**config.mk**
```make
export PLATFORM = sky130hd
export DESIGN_NAME = ellipse_outline_rasterizer_unit
export DESIGN_NICKNAME = d
export VERILOG_FILES = /design/src/rtl/eor_pkg.sv /design/src/rtl/ellipse_outline_rasterizer_unit.sv /design/src/rtl/eor_front.sv /design/src/rtl/eor_back.sv
export SDC_FILE = /design/constraint.sdc
export NUM_CORES = 2
export LEC_CHECK = 0
export BUFFER_PORTS_ARGS = -buffer_cell sky130_fd_sc_hd__buf_2
export CAP_MARGIN = 20
export CELL_PAD_IN_SITES_DETAIL_PLACEMENT = 0
export CELL_PAD_IN_SITES_GLOBAL_PLACEMENT = 1
export CORE_MARGIN = 2
export CORE_UTILIZATION = 44
export CTS_CLUSTER_DIAMETER = 100
export CTS_CLUSTER_SIZE = 16
export DETAILED_ROUTE_END_ITERATION = 6
export HOLD_SLACK_MARGIN = 0.05
export PLACE_DENSITY_LB_ADDON = 0.1
export SLEW_MARGIN = 5
export SYNTH_ARGS = -nofsm -noshare
export SYNTH_HDL_FRONTEND = slang
export SYNTH_SLANG_ARGS = --single-unit
export TNS_END_PERCENT = 30
```
**constraint.sdc**
```tcl
create_clock -name clock -period 21.8 [get_ports clock]
set_clock_uncertainty 0.05 [all_clocks]
set_input_delay 0 -clock clock [delete_from_list [all_inputs] [get_ports clock]]
set_output_delay 0 -clock clock [all_outputs]
set_load 0.005 [all_outputs]
```
**src/rtl/eor_pkg.sv**
```systemverilog
// ----------------------------------------------------------------------------
// eor_pkg
// Shared types and constants for the ellipse outline rasterizer.
// ----------------------------------------------------------------------------
package eor_pkg;

   localparam int MAX_DIM     = 1024;
   localparam int COORD_W     = 16;
   localparam int DIM_W       = 11;
   localparam int OFF_W       = 10;
   localparam int SQ_W        = 18;
   localparam int ERR_W       = 32;
   localparam int COLOR_W     = 32;
   localparam int OP_W        = 8;
   localparam int MUL_B_W     = 12;
   localparam int MUL_P_W     = SQ_W + 1 + MUL_B_W;
   localparam int QUEUE_DEPTH = 2;
   localparam int QPTR_W      = 1;
   localparam int QCNT_W      = 2;

   typedef enum logic {
      CMD_START = 1'b0,
      CMD_STEP  = 1'b1
   } cmd_type;

   // decoded request as held in the queue between front and back
   typedef struct packed {
      cmd_type              cmd;
      logic [COORD_W-1:0]   left_x;
      logic [COORD_W-1:0]   top_y;
      logic [OFF_W-1:0]     axis_a;
      logic [OFF_W-1:0]     axis_b;
      logic [COLOR_W-1:0]   color;
      logic [OP_W-1:0]      op;
   } req_entry_type;

   typedef enum logic [7:0] {
      ST_IDLE  = 8'b0000_0001,
      ST_SQ_A  = 8'b0000_0010,
      ST_SQ_B  = 8'b0000_0100,
      ST_SQ_C  = 8'b0000_1000,
      ST_INIT  = 8'b0001_0000,
      ST_MUL_X = 8'b0010_0000,
      ST_MUL_Y = 8'b0100_0000,
      ST_STEP  = 8'b1000_0000
   } state_type;

endpackage

```
**src/rtl/ellipse_outline_rasterizer_unit.sv**
```systemverilog
// ----------------------------------------------------------------------------
// ellipse_outline_rasterizer_unit
// Midpoint ellipse outline generator with queue-style request and result ports.
// ----------------------------------------------------------------------------
// A start request (command 0) loads a new box and produces no result; each step
// request (command 1) advances one point and yields the four mirrored points,
// marked last when the y offset reaches zero; a step with no walk is dropped.
// Requests enter a two-entry queue, so up to two can be pushed while the engine
// is busy. The engine works one request at a time through a single shared
// 18x12 multiplier: a step runs fetch, two multiplier passes and update; a
// start runs fetch, three multiplier passes and init. Results sit in one
// output register; a step whose result cannot be written holds the engine in
// its update cycle until that register is popped.
module ellipse_outline_rasterizer_unit (
   input  logic                              clock,
   input  logic                              reset,
   input  logic                              req_push,
   output logic                              req_full,
   input  logic                              req_command,
   input  logic signed [eor_pkg::COORD_W-1:0] req_left_x,
   input  logic signed [eor_pkg::COORD_W-1:0] req_top_y,
   input  logic [eor_pkg::DIM_W-1:0]         req_width,
   input  logic [eor_pkg::DIM_W-1:0]         req_height,
   input  logic [eor_pkg::COLOR_W-1:0]       req_color,
   input  logic [eor_pkg::OP_W-1:0]          req_raster_op,
   output logic                              rsp_empty,
   input  logic                              rsp_pop,
   output logic signed [eor_pkg::COORD_W-1:0] rsp_east_x,
   output logic signed [eor_pkg::COORD_W-1:0] rsp_west_x,
   output logic signed [eor_pkg::COORD_W-1:0] rsp_south_y,
   output logic signed [eor_pkg::COORD_W-1:0] rsp_north_y,
   output logic [eor_pkg::COLOR_W-1:0]       rsp_pixel_color,
   output logic [eor_pkg::OP_W-1:0]          rsp_pixel_op,
   output logic                              rsp_last_point
);

   logic                   q_valid;
   logic                   q_take;
   eor_pkg::req_entry_type q_entry;

   eor_front u_front (
      .clock         (clock),
      .reset         (reset),
      .req_push      (req_push),
      .req_full      (req_full),
      .req_command   (req_command),
      .req_left_x    (req_left_x),
      .req_top_y     (req_top_y),
      .req_width     (req_width),
      .req_height    (req_height),
      .req_color     (req_color),
      .req_raster_op (req_raster_op),
      .q_valid       (q_valid),
      .q_entry       (q_entry),
      .q_take        (q_take)
   );

   eor_back u_back (
      .clock           (clock),
      .reset           (reset),
      .q_valid         (q_valid),
      .q_entry         (q_entry),
      .q_take          (q_take),
      .rsp_empty       (rsp_empty),
      .rsp_pop         (rsp_pop),
      .rsp_east_x      (rsp_east_x),
      .rsp_west_x      (rsp_west_x),
      .rsp_south_y     (rsp_south_y),
      .rsp_north_y     (rsp_north_y),
      .rsp_pixel_color (rsp_pixel_color),
      .rsp_pixel_op    (rsp_pixel_op),
      .rsp_last_point  (rsp_last_point)
   );

endmodule

```
**src/rtl/eor_front.sv**
```systemverilog
// ----------------------------------------------------------------------------
// eor_front
// Request intake: decodes the box into semi-axes and queues the request.
// ----------------------------------------------------------------------------
module eor_front (
   input  logic                              clock,
   input  logic                              reset,
   input  logic                              req_push,
   output logic                              req_full,
   input  logic                              req_command,
   input  logic signed [eor_pkg::COORD_W-1:0] req_left_x,
   input  logic signed [eor_pkg::COORD_W-1:0] req_top_y,
   input  logic [eor_pkg::DIM_W-1:0]         req_width,
   input  logic [eor_pkg::DIM_W-1:0]         req_height,
   input  logic [eor_pkg::COLOR_W-1:0]       req_color,
   input  logic [eor_pkg::OP_W-1:0]          req_raster_op,
   output logic                              q_valid,
   output eor_pkg::req_entry_type            q_entry,
   input  logic                              q_take
);

   function automatic logic [eor_pkg::OFF_W-1:0] semi_axis(
      input logic [eor_pkg::DIM_W-1:0] dim
   );
      logic [eor_pkg::DIM_W-1:0] d;
      logic [eor_pkg::DIM_W-1:0] dm1;
      begin
         d = dim;
         if (d == '0) begin
            d = eor_pkg::DIM_W'(1);
         end
         if (d > eor_pkg::DIM_W'(eor_pkg::MAX_DIM)) begin
            d = eor_pkg::DIM_W'(eor_pkg::MAX_DIM);
         end
         dm1 = d - eor_pkg::DIM_W'(1);
         semi_axis = dm1[eor_pkg::OFF_W:1];
      end
   endfunction

   eor_pkg::req_entry_type              mem_ff [eor_pkg::QUEUE_DEPTH];
   eor_pkg::req_entry_type              wr_entry;
   logic [eor_pkg::QPTR_W-1:0]          wr_ptr_ff, wr_ptr_in;
   logic [eor_pkg::QPTR_W-1:0]          rd_ptr_ff, rd_ptr_in;
   logic [eor_pkg::QCNT_W-1:0]          count_ff, count_in;
   logic                                push_ok;
   logic                                pop_ok;

   assign req_full = (count_ff == eor_pkg::QCNT_W'(eor_pkg::QUEUE_DEPTH));
   assign q_valid  = (count_ff != '0);
   assign q_entry  = mem_ff[rd_ptr_ff];
   assign push_ok  = req_push && !req_full;
   assign pop_ok   = q_take && q_valid;

   always_comb begin
      wr_entry.cmd    = eor_pkg::cmd_type'(req_command);
      wr_entry.left_x = req_left_x;
      wr_entry.top_y  = req_top_y;
      wr_entry.axis_a = semi_axis(req_width);
      wr_entry.axis_b = semi_axis(req_height);
      wr_entry.color  = req_color;
      wr_entry.op     = req_raster_op;
   end

   always_comb begin
      wr_ptr_in = wr_ptr_ff;
      rd_ptr_in = rd_ptr_ff;
      count_in  = count_ff;
      if (push_ok) begin
         wr_ptr_in = wr_ptr_ff + eor_pkg::QPTR_W'(1);
      end
      if (pop_ok) begin
         rd_ptr_in = rd_ptr_ff + eor_pkg::QPTR_W'(1);
      end
      if (push_ok && !pop_ok) begin
         count_in = count_ff + eor_pkg::QCNT_W'(1);
      end else if (pop_ok && !push_ok) begin
         count_in = count_ff - eor_pkg::QCNT_W'(1);
      end
   end

   always_ff @(posedge clock) begin
      if (push_ok) begin
         mem_ff[wr_ptr_ff] <= wr_entry;
      end
   end

   always_ff @(posedge clock) begin
      if (reset) begin
         wr_ptr_ff <= '0;
         rd_ptr_ff <= '0;
         count_ff  <= '0;
      end else begin
         wr_ptr_ff <= wr_ptr_in;
         rd_ptr_ff <= rd_ptr_in;
         count_ff  <= count_in;
      end
   end

endmodule

```
**src/rtl/eor_back.sv**
```systemverilog
// ----------------------------------------------------------------------------
// eor_back
// Ellipse walk engine: shared multiplier, error terms and result register.
// ----------------------------------------------------------------------------
module eor_back (
   input  logic                              clock,
   input  logic                              reset,
   input  logic                              q_valid,
   input  eor_pkg::req_entry_type            q_entry,
   output logic                              q_take,
   output logic                              rsp_empty,
   input  logic                              rsp_pop,
   output logic signed [eor_pkg::COORD_W-1:0] rsp_east_x,
   output logic signed [eor_pkg::COORD_W-1:0] rsp_west_x,
   output logic signed [eor_pkg::COORD_W-1:0] rsp_south_y,
   output logic signed [eor_pkg::COORD_W-1:0] rsp_north_y,
   output logic [eor_pkg::COLOR_W-1:0]       rsp_pixel_color,
   output logic [eor_pkg::OP_W-1:0]          rsp_pixel_op,
   output logic                              rsp_last_point
);

   eor_pkg::state_type                 state_ff, state_in;
   eor_pkg::req_entry_type             cmd_ff, cmd_in;
   logic                               running_ff, running_in;
   logic [eor_pkg::COORD_W-1:0]        center_x_ff, center_x_in;
   logic [eor_pkg::COORD_W-1:0]        center_y_ff, center_y_in;
   logic [eor_pkg::SQ_W-1:0]           w2_ff, w2_in;
   logic [eor_pkg::SQ_W-1:0]           h2_ff, h2_in;
   logic [eor_pkg::OFF_W-1:0]          off_x_ff, off_x_in;
   logic [eor_pkg::OFF_W-1:0]          off_y_ff, off_y_in;
   logic [eor_pkg::ERR_W-1:0]          err_s_ff, err_s_in;
   logic [eor_pkg::ERR_W-1:0]          err_t_ff, err_t_in;
   logic [eor_pkg::COLOR_W-1:0]        color_ff, color_in;
   logic [eor_pkg::OP_W-1:0]           op_ff, op_in;
   logic [eor_pkg::ERR_W-1:0]          prod_ff, prod_in;
   logic [eor_pkg::ERR_W-1:0]          px_ff, px_in;
   logic                               out_valid_ff, out_valid_in;
   logic [eor_pkg::COORD_W-1:0]        east_ff, east_in;
   logic [eor_pkg::COORD_W-1:0]        west_ff, west_in;
   logic [eor_pkg::COORD_W-1:0]        south_ff, south_in;
   logic [eor_pkg::COORD_W-1:0]        north_ff, north_in;
   logic [eor_pkg::COLOR_W-1:0]        ocolor_ff, ocolor_in;
   logic [eor_pkg::OP_W-1:0]           oop_ff, oop_in;
   logic                               olast_ff, olast_in;

   logic [eor_pkg::SQ_W-1:0]           mul_a;
   logic signed [eor_pkg::MUL_B_W-1:0] mul_b;
   logic signed [eor_pkg::MUL_P_W-1:0] mul_p;
   logic                               out_free;
   logic [eor_pkg::ERR_W-1:0]          xs, xt, ys, yt;
   logic [eor_pkg::OFF_W-1:0]          nx, ny;
   logic [eor_pkg::COORD_W-1:0]        nx_ext, ny_ext;

   // 18-bit unsigned by 12-bit signed, shared by all multiply phases
   assign mul_p    = $signed({1'b0, mul_a}) * mul_b;
   assign out_free = !out_valid_ff || rsp_pop;

   assign xs = {px_ff[eor_pkg::ERR_W-2:0], 1'b0};
   assign xt = xs - eor_pkg::ERR_W'({h2_ff, 1'b0});
   assign ys = {prod_ff[eor_pkg::ERR_W-2:0], 1'b0};
   assign yt = ys - eor_pkg::ERR_W'({w2_ff, 1'b0});

   always_comb begin
      state_in     = state_ff;
      cmd_in       = cmd_ff;
      running_in   = running_ff;
      center_x_in  = center_x_ff;
      center_y_in  = center_y_ff;
      w2_in        = w2_ff;
      h2_in        = h2_ff;
      off_x_in     = off_x_ff;
      off_y_in     = off_y_ff;
      err_s_in     = err_s_ff;
      err_t_in     = err_t_ff;
      color_in     = color_ff;
      op_in        = op_ff;
      px_in        = px_ff;
      out_valid_in = out_valid_ff && !rsp_pop;
      east_in      = east_ff;
      west_in      = west_ff;
      south_in     = south_ff;
      north_in     = north_ff;
      ocolor_in    = ocolor_ff;
      oop_in       = oop_ff;
      olast_in     = olast_ff;
      q_take       = 1'b0;
      mul_a        = '0;
      mul_b        = '0;
      nx           = off_x_ff;
      ny           = off_y_ff;

      case (state_ff)
         eor_pkg::ST_IDLE: begin
            if (q_valid) begin
               q_take = 1'b1;
               cmd_in = q_entry;
               if (q_entry.cmd == eor_pkg::CMD_START) begin
                  state_in = eor_pkg::ST_SQ_A;
               end else if (running_ff) begin
                  state_in = eor_pkg::ST_MUL_X;
               end
            end
         end
         eor_pkg::ST_SQ_A: begin
            mul_a    = eor_pkg::SQ_W'(cmd_ff.axis_a);
            mul_b    = {2'b00, cmd_ff.axis_a};
            state_in = eor_pkg::ST_SQ_B;
         end
         eor_pkg::ST_SQ_B: begin
            w2_in    = prod_ff[eor_pkg::SQ_W-1:0];
            mul_a    = eor_pkg::SQ_W'(cmd_ff.axis_b);
            mul_b    = {2'b00, cmd_ff.axis_b};
            state_in = eor_pkg::ST_SQ_C;
         end
         eor_pkg::ST_SQ_C: begin
            // a^2 * (2b - 1)
            h2_in    = prod_ff[eor_pkg::SQ_W-1:0];
            mul_a    = w2_ff;
            mul_b    = $signed({1'b0, cmd_ff.axis_b, 1'b0}) - eor_pkg::MUL_B_W'(1);
            state_in = eor_pkg::ST_INIT;
         end
         eor_pkg::ST_INIT: begin
            err_s_in    = eor_pkg::ERR_W'({h2_ff, 1'b0}) - prod_ff;
            err_t_in    = eor_pkg::ERR_W'(h2_ff) - {prod_ff[eor_pkg::ERR_W-2:0], 1'b0};
            center_x_in = cmd_ff.left_x + eor_pkg::COORD_W'(cmd_ff.axis_a);
            center_y_in = cmd_ff.top_y + eor_pkg::COORD_W'(cmd_ff.axis_b);
            off_x_in    = '0;
            off_y_in    = cmd_ff.axis_b;
            color_in    = cmd_ff.color;
            op_in       = cmd_ff.op;
            running_in  = 1'b1;
            state_in    = eor_pkg::ST_IDLE;
         end
         eor_pkg::ST_MUL_X: begin
            // h^2 * (2x + 3)
            mul_a    = h2_ff;
            mul_b    = $signed({off_x_ff[eor_pkg::OFF_W-1], off_x_ff, 1'b0})
                       + eor_pkg::MUL_B_W'(3);
            state_in = eor_pkg::ST_MUL_Y;
         end
         eor_pkg::ST_MUL_Y: begin
            // w^2 * (2y - 2)
            px_in    = prod_ff;
            mul_a    = w2_ff;
            mul_b    = $signed({off_y_ff[eor_pkg::OFF_W-1], off_y_ff, 1'b0})
                       - eor_pkg::MUL_B_W'(2);
            state_in = eor_pkg::ST_STEP;
         end
         eor_pkg::ST_STEP: begin
            if (err_s_ff[eor_pkg::ERR_W-1]) begin
               err_s_in = err_s_ff + xs;
               err_t_in = err_t_ff + xt;
               nx       = off_x_ff + eor_pkg::OFF_W'(1);
            end else if (err_t_ff[eor_pkg::ERR_W-1]) begin
               err_s_in = err_s_ff + xs - ys;
               err_t_in = err_t_ff + xt - yt;
               nx       = off_x_ff + eor_pkg::OFF_W'(1);
               ny       = off_y_ff - eor_pkg::OFF_W'(1);
            end else begin
               err_s_in = err_s_ff - ys;
               err_t_in = err_t_ff - yt;
               ny       = off_y_ff - eor_pkg::OFF_W'(1);
            end
            if (out_free) begin
               off_x_in     = nx;
               off_y_in     = ny;
               out_valid_in = 1'b1;
               east_in      = center_x_ff + nx_ext;
               west_in      = center_x_ff - nx_ext;
               south_in     = center_y_ff + ny_ext;
               north_in     = center_y_ff - ny_ext;
               ocolor_in    = color_ff;
               oop_in       = op_ff;
               olast_in     = (ny == '0) || ny[eor_pkg::OFF_W-1];
               if ((ny == '0) || ny[eor_pkg::OFF_W-1]) begin
                  running_in = 1'b0;
               end
               state_in = eor_pkg::ST_IDLE;
            end else begin
               err_s_in = err_s_ff;
               err_t_in = err_t_ff;
            end
         end
         default: begin
            state_in = eor_pkg::ST_IDLE;
         end
      endcase
   end

   assign nx_ext  = {{(eor_pkg::COORD_W-eor_pkg::OFF_W){nx[eor_pkg::OFF_W-1]}}, nx};
   assign ny_ext  = {{(eor_pkg::COORD_W-eor_pkg::OFF_W){ny[eor_pkg::OFF_W-1]}}, ny};
   // y product held while a step waits for the result register
   assign prod_in = (state_ff == eor_pkg::ST_STEP) ? prod_ff
                    : {{(eor_pkg::ERR_W-eor_pkg::MUL_P_W){mul_p[eor_pkg::MUL_P_W-1]}}, mul_p};

   always_ff @(posedge clock) begin
      if (reset) begin
         state_ff     <= eor_pkg::ST_IDLE;
         running_ff   <= 1'b0;
         out_valid_ff <= 1'b0;
      end else begin
         state_ff     <= state_in;
         running_ff   <= running_in;
         out_valid_ff <= out_valid_in;
      end
   end

   always_ff @(posedge clock) begin
      cmd_ff      <= cmd_in;
      center_x_ff <= center_x_in;
      center_y_ff <= center_y_in;
      w2_ff       <= w2_in;
      h2_ff       <= h2_in;
      off_x_ff    <= off_x_in;
      off_y_ff    <= off_y_in;
      err_s_ff    <= err_s_in;
      err_t_ff    <= err_t_in;
      color_ff    <= color_in;
      op_ff       <= op_in;
      prod_ff     <= prod_in;
      px_ff       <= px_in;
      east_ff     <= east_in;
      west_ff     <= west_in;
      south_ff    <= south_in;
      north_ff    <= north_in;
      ocolor_ff   <= ocolor_in;
      oop_ff      <= oop_in;
      olast_ff    <= olast_in;
   end

   assign rsp_empty       = !out_valid_ff;
   assign rsp_east_x      = east_ff;
   assign rsp_west_x      = west_ff;
   assign rsp_south_y     = south_ff;
   assign rsp_north_y     = north_ff;
   assign rsp_pixel_color = ocolor_ff;
   assign rsp_pixel_op    = oop_ff;
   assign rsp_last_point  = olast_ff;

endmodule

```
---- After elaboration in Yosys (flattened, before gate mapping) ----
Memory sizes are Yosys's and may differ from the RTL's. A register that Yosys moved wholly into a read port is not among the register bits.
Index checks and enable logic that the tools add are counted.
storage, ports and cells
  flip-flop bits (word level) ............. 465
  bits in writable memories ............... 186
  output and inout port bits .............. 107
  word-level logic and storage cells ...... 141
  memories ................................ 1
operators by class
  $add $sub $neg .......................... 27
  multiply operators ...................... 1
  order comparisons ....................... 2
  eq/ne operators ......................... 13
  multiplexer cells ....................... 42
  reduce and logical (&&, ||, !) cells .... 24
memory list
  memory          words  bits a word  rd ports  clocked after Yosys merged registers in  write ports  line             RTL
  u_front.mem_ff  2      93           1         1                                        1            eor_front.sv:40  eor_pkg::req_entry_type mem_ff [eor_pkg::QUEUE_DEPTH];
operators with widths
  cell                     count
  $mux W32                 6
  $pmux W32 S2             2
  $sub A32 B32 Y32         4
  $mux W10                 8
  $pmux W18 S4             1
  $add A32 B32 Y32         2
  $sub A32 B19 Y32         2
  $pmux W12 S5             1
  $pmux W8 S7              1
  $mux W11                 4
  $pmux W10 S2             2
  $add A16 B10 Y16         2
  $add A16 B16 Y16         2
  $mux W8                  4
  $sub A16 B16 Y16         2
  $sub A18 B32 Y32         1
  $sub A20 B31 Y32         1
  $mul A19 B12 Y31         1
  $gt A11 B11 Y1 const B   2
  $logic_not A11 Y1        2
  $sub A11 B1 Y11 const B  2
  $add A11 B3 Y12 const B  1
  $sub A11 B1 Y12 const B  1
  $sub A11 B3 Y12 const B  1
  28 further kinds         54

---- Longest topological paths before layout ----
  depth in word-level cells ............... 8
  gate-level depth with buffers ........... 32
  mapped depth without buffers ............ 30

---- Cells and area by module ----
A second synthesis with hierarchy kept.
second synthesis, totals
  cell total of the unflattened synthesis .. 4,264
  area, all modules ....................... 45,502.4 um^2
by module, submodules not included
  module     times used  cells each  area each (um^2)  seq. area each (um^2)
  eor_back   1           3,861       38,055.2          13,623.1
  eor_front  1           403         7,447.1           5,685.5

---- Least setup slack after synthesis ----
OpenSTA, ideal clock, no wires.
  path type ............................... register -> register
  start point ............................. reg u_back.state_ff[4]
  end point ............................... reg u_back.err_s_ff[10] (netlist name), enable pin
  setup time .............................. 0.635 ns
  data arrival time ....................... 7.561 ns
  required time ........................... 21.115 ns
  setup slack ............................. 13.553 ns
  stages on the path, launching flop included .. 8
  buffers on the path ..................... 2
  cell sequence ........................... dfxtp_1 -> nor4_1 -> nand2_1 -> nor3b_1 -> inv_2 -> clkbuf_1 -> clkbuf_1 -> o21ai_0
between the ends
  cells in the longest elaborated chain, start to end .. 3
RTL lines
  element                                                                     line             RTL
  start, declared                                                             eor_back.sv:22   eor_pkg::state_type state_ff, state_in;
  start signal, assigned                                                      eor_back.sv:198  state_ff <= eor_pkg::ST_IDLE;
  start signal, assigned                                                      eor_back.sv:202  state_ff <= state_in;
  $eq A8 B8 Y1 / $eq A8 B5 Y1 (equally long branches)                         eor_back.sv:92   case (state_ff)
  $ne A2 B1 Y1 (no source line) / $reduce_bool A2 Y1 (equally long branches)  n/a
  $reduce_and A2 Y1 (no source line) (*)                                      n/a
  end signal, assigned                                                        eor_back.sv:216  err_s_ff <= err_s_in;
  end, declared                                                               eor_back.sv:31   logic [eor_pkg::ERR_W-1:0] err_s_ff, err_s_in;
Mark *: on every way between the ends. The rest lies on a longest branch, timed or not.
A chain may end at the register's enable or synchronous reset.

---- Final worst setup path ----
  start point ............................. reg u_back.state_ff[3]
  end point ............................... reg u_back.prod_ff[28] (netlist name), data pin
between the ends
  cells in the longest elaborated chain, start to end .. 4
RTL lines
  element                                              line             RTL
  $eq A8 B4 Y1 / $eq A8 B7 Y1 (equally long branches)  eor_back.sv:92
  $reduce_or A2 Y1 (no source line)                    n/a
  $pmux W18 S4                                         eor_back.sv:92
  $mul A19 B12 Y31 (*)                                 eor_back.sv:55   assign mul_p = $signed({1'b0, mul_a}) * mul_b;
  via u_back.mul_p, one bit                            eor_back.sv:48   logic signed [eor_pkg::MUL_P_W-1:0] mul_p;
  end signal, assigned                                 eor_back.sv:220  prod_ff <= prod_in;
  end, declared                                        eor_back.sv:35   logic [eor_pkg::ERR_W-1:0] prod_ff, prod_in;
Mark *: on every way through the listed nets, which the timed path passes. The rest lies on a longest branch.

==> key figures <==
Critical path
  – Worst setup path class: flop to flop
  – Critical-path maximum fanout: 21
  – Startpoint types: flop
  – Worst Path Arrival: 8820 ps
  – Setup crit end kind: flop
  – CP Data Required Time: 22140 ps

Drt
  – Routed Antenna Nets: 0
  – Via count: 31.5k
  – Routed WL per cell: 20.1 um
  – Total Wirelength: 119000 um
  – DRT iter0 DRCs: 2224
  – Vias per Instance: ~5.3
  – First-pass detailed-route iteration total: 5
  – DRC viols: 0

Finish
  – FILL cells: 9327
  – Final core utilization: 0.502
  – Fraction of layout cells with a size suffix above 1: 0.103
  – Area Overhead vs Synth: 13.3%
  – Nets: 5221
  – N_diodes: 0

Timing
  – Slew @ Worst Pin: approximately 1200 ps
  – Count of pins over their slew limit: 0
  – Fin crit period: 8480 ps
  – Hold Fails Final Rpt: 0
  – RSZ-0062 raised after global routing: no
  – Relative max-transition margin: 0.220
  – Post-route setup TNS: 0 ps
  – Setup Viol. Count Final: 0
  – Fin crit share: 0.389
  – Max Freq: 118 MHz

Logic synthesis
  – Yosys warns: 0
  – Syn Area/Cell: 10.7 um^2
  – Syn Inst Count: 4222
  – Seq/Total Area, Yosys: 0.429
  – Synth top area cells: edfxtp_1, ha_1, fa_1
  – Syn Std Cell Area: around 45000 um^2
  – Most common library cells after synthesis: edfxtp_1, inv_1, ha_1, nand2_1, a21oi_1
  – Number of synthesized register bits: 648
  – Main synth FF type: edfxtp_1
  – Synth cell types: 92
  – Cell with the most instances after synthesis: edfxtp_1
  – Async set or reset register ratio after synthesis: 0
  – Syn Nets: 4873
  – Yosys top cell by area: edfxtp_1
  – Yosys top cell area share: 0.422
  – Number of synthesized flops with an enable pin: 633

Place
  – RePlAce Congestion: 0.871
  – HPWL Detailed: 90400 um
  – IO buf count: approximately 210

Floorplanning
  – Initial core utilization: 0.443
  – Core area: 102000 um^2
  – DIE WIDTH: 324 um
  – Die span in y: 324 um
  – Die Area: 105000 um^2
  – Placement Rows: 117
  – Io pins: 206

Outcome
  – Status: completed

Flow run
  – Max cap viols: 0

Clock tree
  – Clk slew on worst S/H paths: ~70 ps
  – CTS HTree Levels: 2
  – Postcts setup bufs: 0
  – Root Driver: clkbuf_16
  – Clock sinks: ~650
  – CTS tree: done
  – Total CTS buffers: 49
  – Max clock buf depth: 3
  – Worst-skew pair later-pin latency: roughly 670 ps

Global routing
  – Largest net degree at the start of global routing: 94
  – Grt ovf: 0
  – Total GRT Usage: 0.227
  – Vias in the first global route: approximately 31k
  – Initial antenna violation count: 0
  – First-pass GRT wire length: between 150000 and 200000 um

Power and ir drop
  – Leak: between 20 and 25 nW
  – VDD IR max: 74.0 uV
  – Power Density: 60.0 nW/um^2

Hold path
  – Hold Path Class: input port to flop
==> through the flow <==
stage | hold slack, ps | cells | power [mW] | setup slack, ps | cell area [um^2]
floorplan | 48.9 | 4222 | 2.00 | 13550 | 45000
global placement | 137 | 5698 | 2.14 | 13430 | 47600
detailed placement | 141 | 5699 | 2.15 | 13450 | 47600
CTS | 50.3 | 5955 | 3.10 | 13400 | 51000
global route | 61.1 | 5956 | 3.20 | 12860 | 51000
finish | 86.1 | 5956 | 3.06 | 13320 | 51000
==> path summary, 6_finish.rpt <==
kind	startpoint	slack, ps	cells past startpoint	end
max	u_back.state_ff[3]	13320	25	u_back.prod_ff[28]
min reg2reg	u_back.color_ff[20]	350	0	u_back.rsp_pixel_color[20]
max reg2reg	u_back.state_ff[3]	13320	25	u_back.prod_ff[28]
min	req_top_y[9]	90	2	u_front.mem_ff[1][69]
==> critical path, cell delays in order, from the launching register on <==
cell      delay, ps
dfxtp_1         350
nor4_1          580
nand4b_1        560
nand2_1         890
a21boi_0        300
nand2_1         380
nand2_1         140
fa_1            540
fa_1            550
inv_1            50
fa_1            460
fa_1            490
inv_1            50
fa_1            470
inv_1            40
ha_1            330
a21oi_1         180
nand2_1          70
a21oi_1         280
o21ai_1         150
or3_1           390
a31o_2          280
a41o_1          260
nand4_1         110
nor2b_1         170
xnor2_1          70
==> sequential cells by signal, summed over array words and instances (netlist names), 15 cells and up, named ones only <==
name and cells:
u_back.center_x_ff 16, u_back.center_y_ff 16, u_back.cmd_ff 92, u_back.color_ff 32
u_back.err_s_ff 31, u_back.err_t_ff 31, u_back.h2_ff 18, u_back.prod_ff 31
u_back.px_ff 31, u_back.rsp_east_x 15, u_back.rsp_north_y 16, u_back.rsp_pixel_color 32
u_back.rsp_south_y 15, u_back.rsp_west_x 16, u_back.w2_ff 18, u_front.mem_ff 186
==> repair_timing <==
item / in CTS / in global routing
hold buffers: 187 / 0
hold endpoints to repair: 260 / 0
resized for setup: 0 / 0
==> placed cells by master (no fill, tap or decap), types with 15 or more instances in the layout <==
master,netlist,final
fa_1,192,192
nand2b_1,66,66
buf_2,4,205
edfxtp_1,633,633
and3_1,32,31
nor3_1,53,53
dlygate4sd3_1,0,187
o211ai_1,18,18
xnor2_1,235,235
or3_1,33,33
mux2_2,123,123
a21oi_1,278,278
o21ai_0,163,162
nand3_1,71,71
a211oi_1,34,34
xor2_1,116,116
inv_1,515,513
clkbuf_16,0,49
nor2b_1,48,48
o21bai_1,50,50
o21a_1,32,32
nor4_1,18,18
o21ai_1,30,30
ha_1,360,360
nor2_1,244,242
mux2i_1,15,15
buf_4,2,33
o31ai_1,18,18
a22o_1,16,16
nand2_1,341,341
and2_1,32,32
nand4_1,20,20
a21o_1,87,87
a31oi_1,24,24
==> report_power, final <==
group	leakage, nW	total, mW	switching, mW	internal, mW
clock network	0.728	0.913	0.452	0.461
registers	5.87	1.66	0.0804	1.58
logic	14.5	0.490	0.283	0.207
==> cells by family (layout without fill, tap and decap cells) <==
group	count (synthesis)	in the layout	share of synthesized area
and+or+nand+nor	1005	1005	0.105
AOI/OAI and AO/OA	873	873	0.123
buffers and inverters	654	1020	0.0549
DFF	648	648	0.429
adders and majority gates	552	552	0.185
xor gates and xnor gates	352	352	0.0686
muxes	138	138	0.0341
==> area by class of cell <==
class                           count  area [um^2]  share of cell area
Inverter                          522         1970              0.0385
Tap cell                         1368         1710              0.0335
Clock buffer                       55         1250              0.0245
Timing Repair Buffer              429         3240              0.0635
Clock inverter                     14          254             0.00498
Multi-Input combinational cell   2920        23300               0.457
Sequential cell                   648        19300               0.378
==> routing by layer <==
metal	share of wire	vias to the layer above	routed length, um	GRT usage
li1	-	15400	-	-
met1	0.47	15300	56400	0.324
met2	0.46	669	55400	0.370
met3	0.048	103	5690	0.0308
met4	0.017	0	2000	0.0458
met5	0	-	0	0
(Power assumes the default switching activity.)
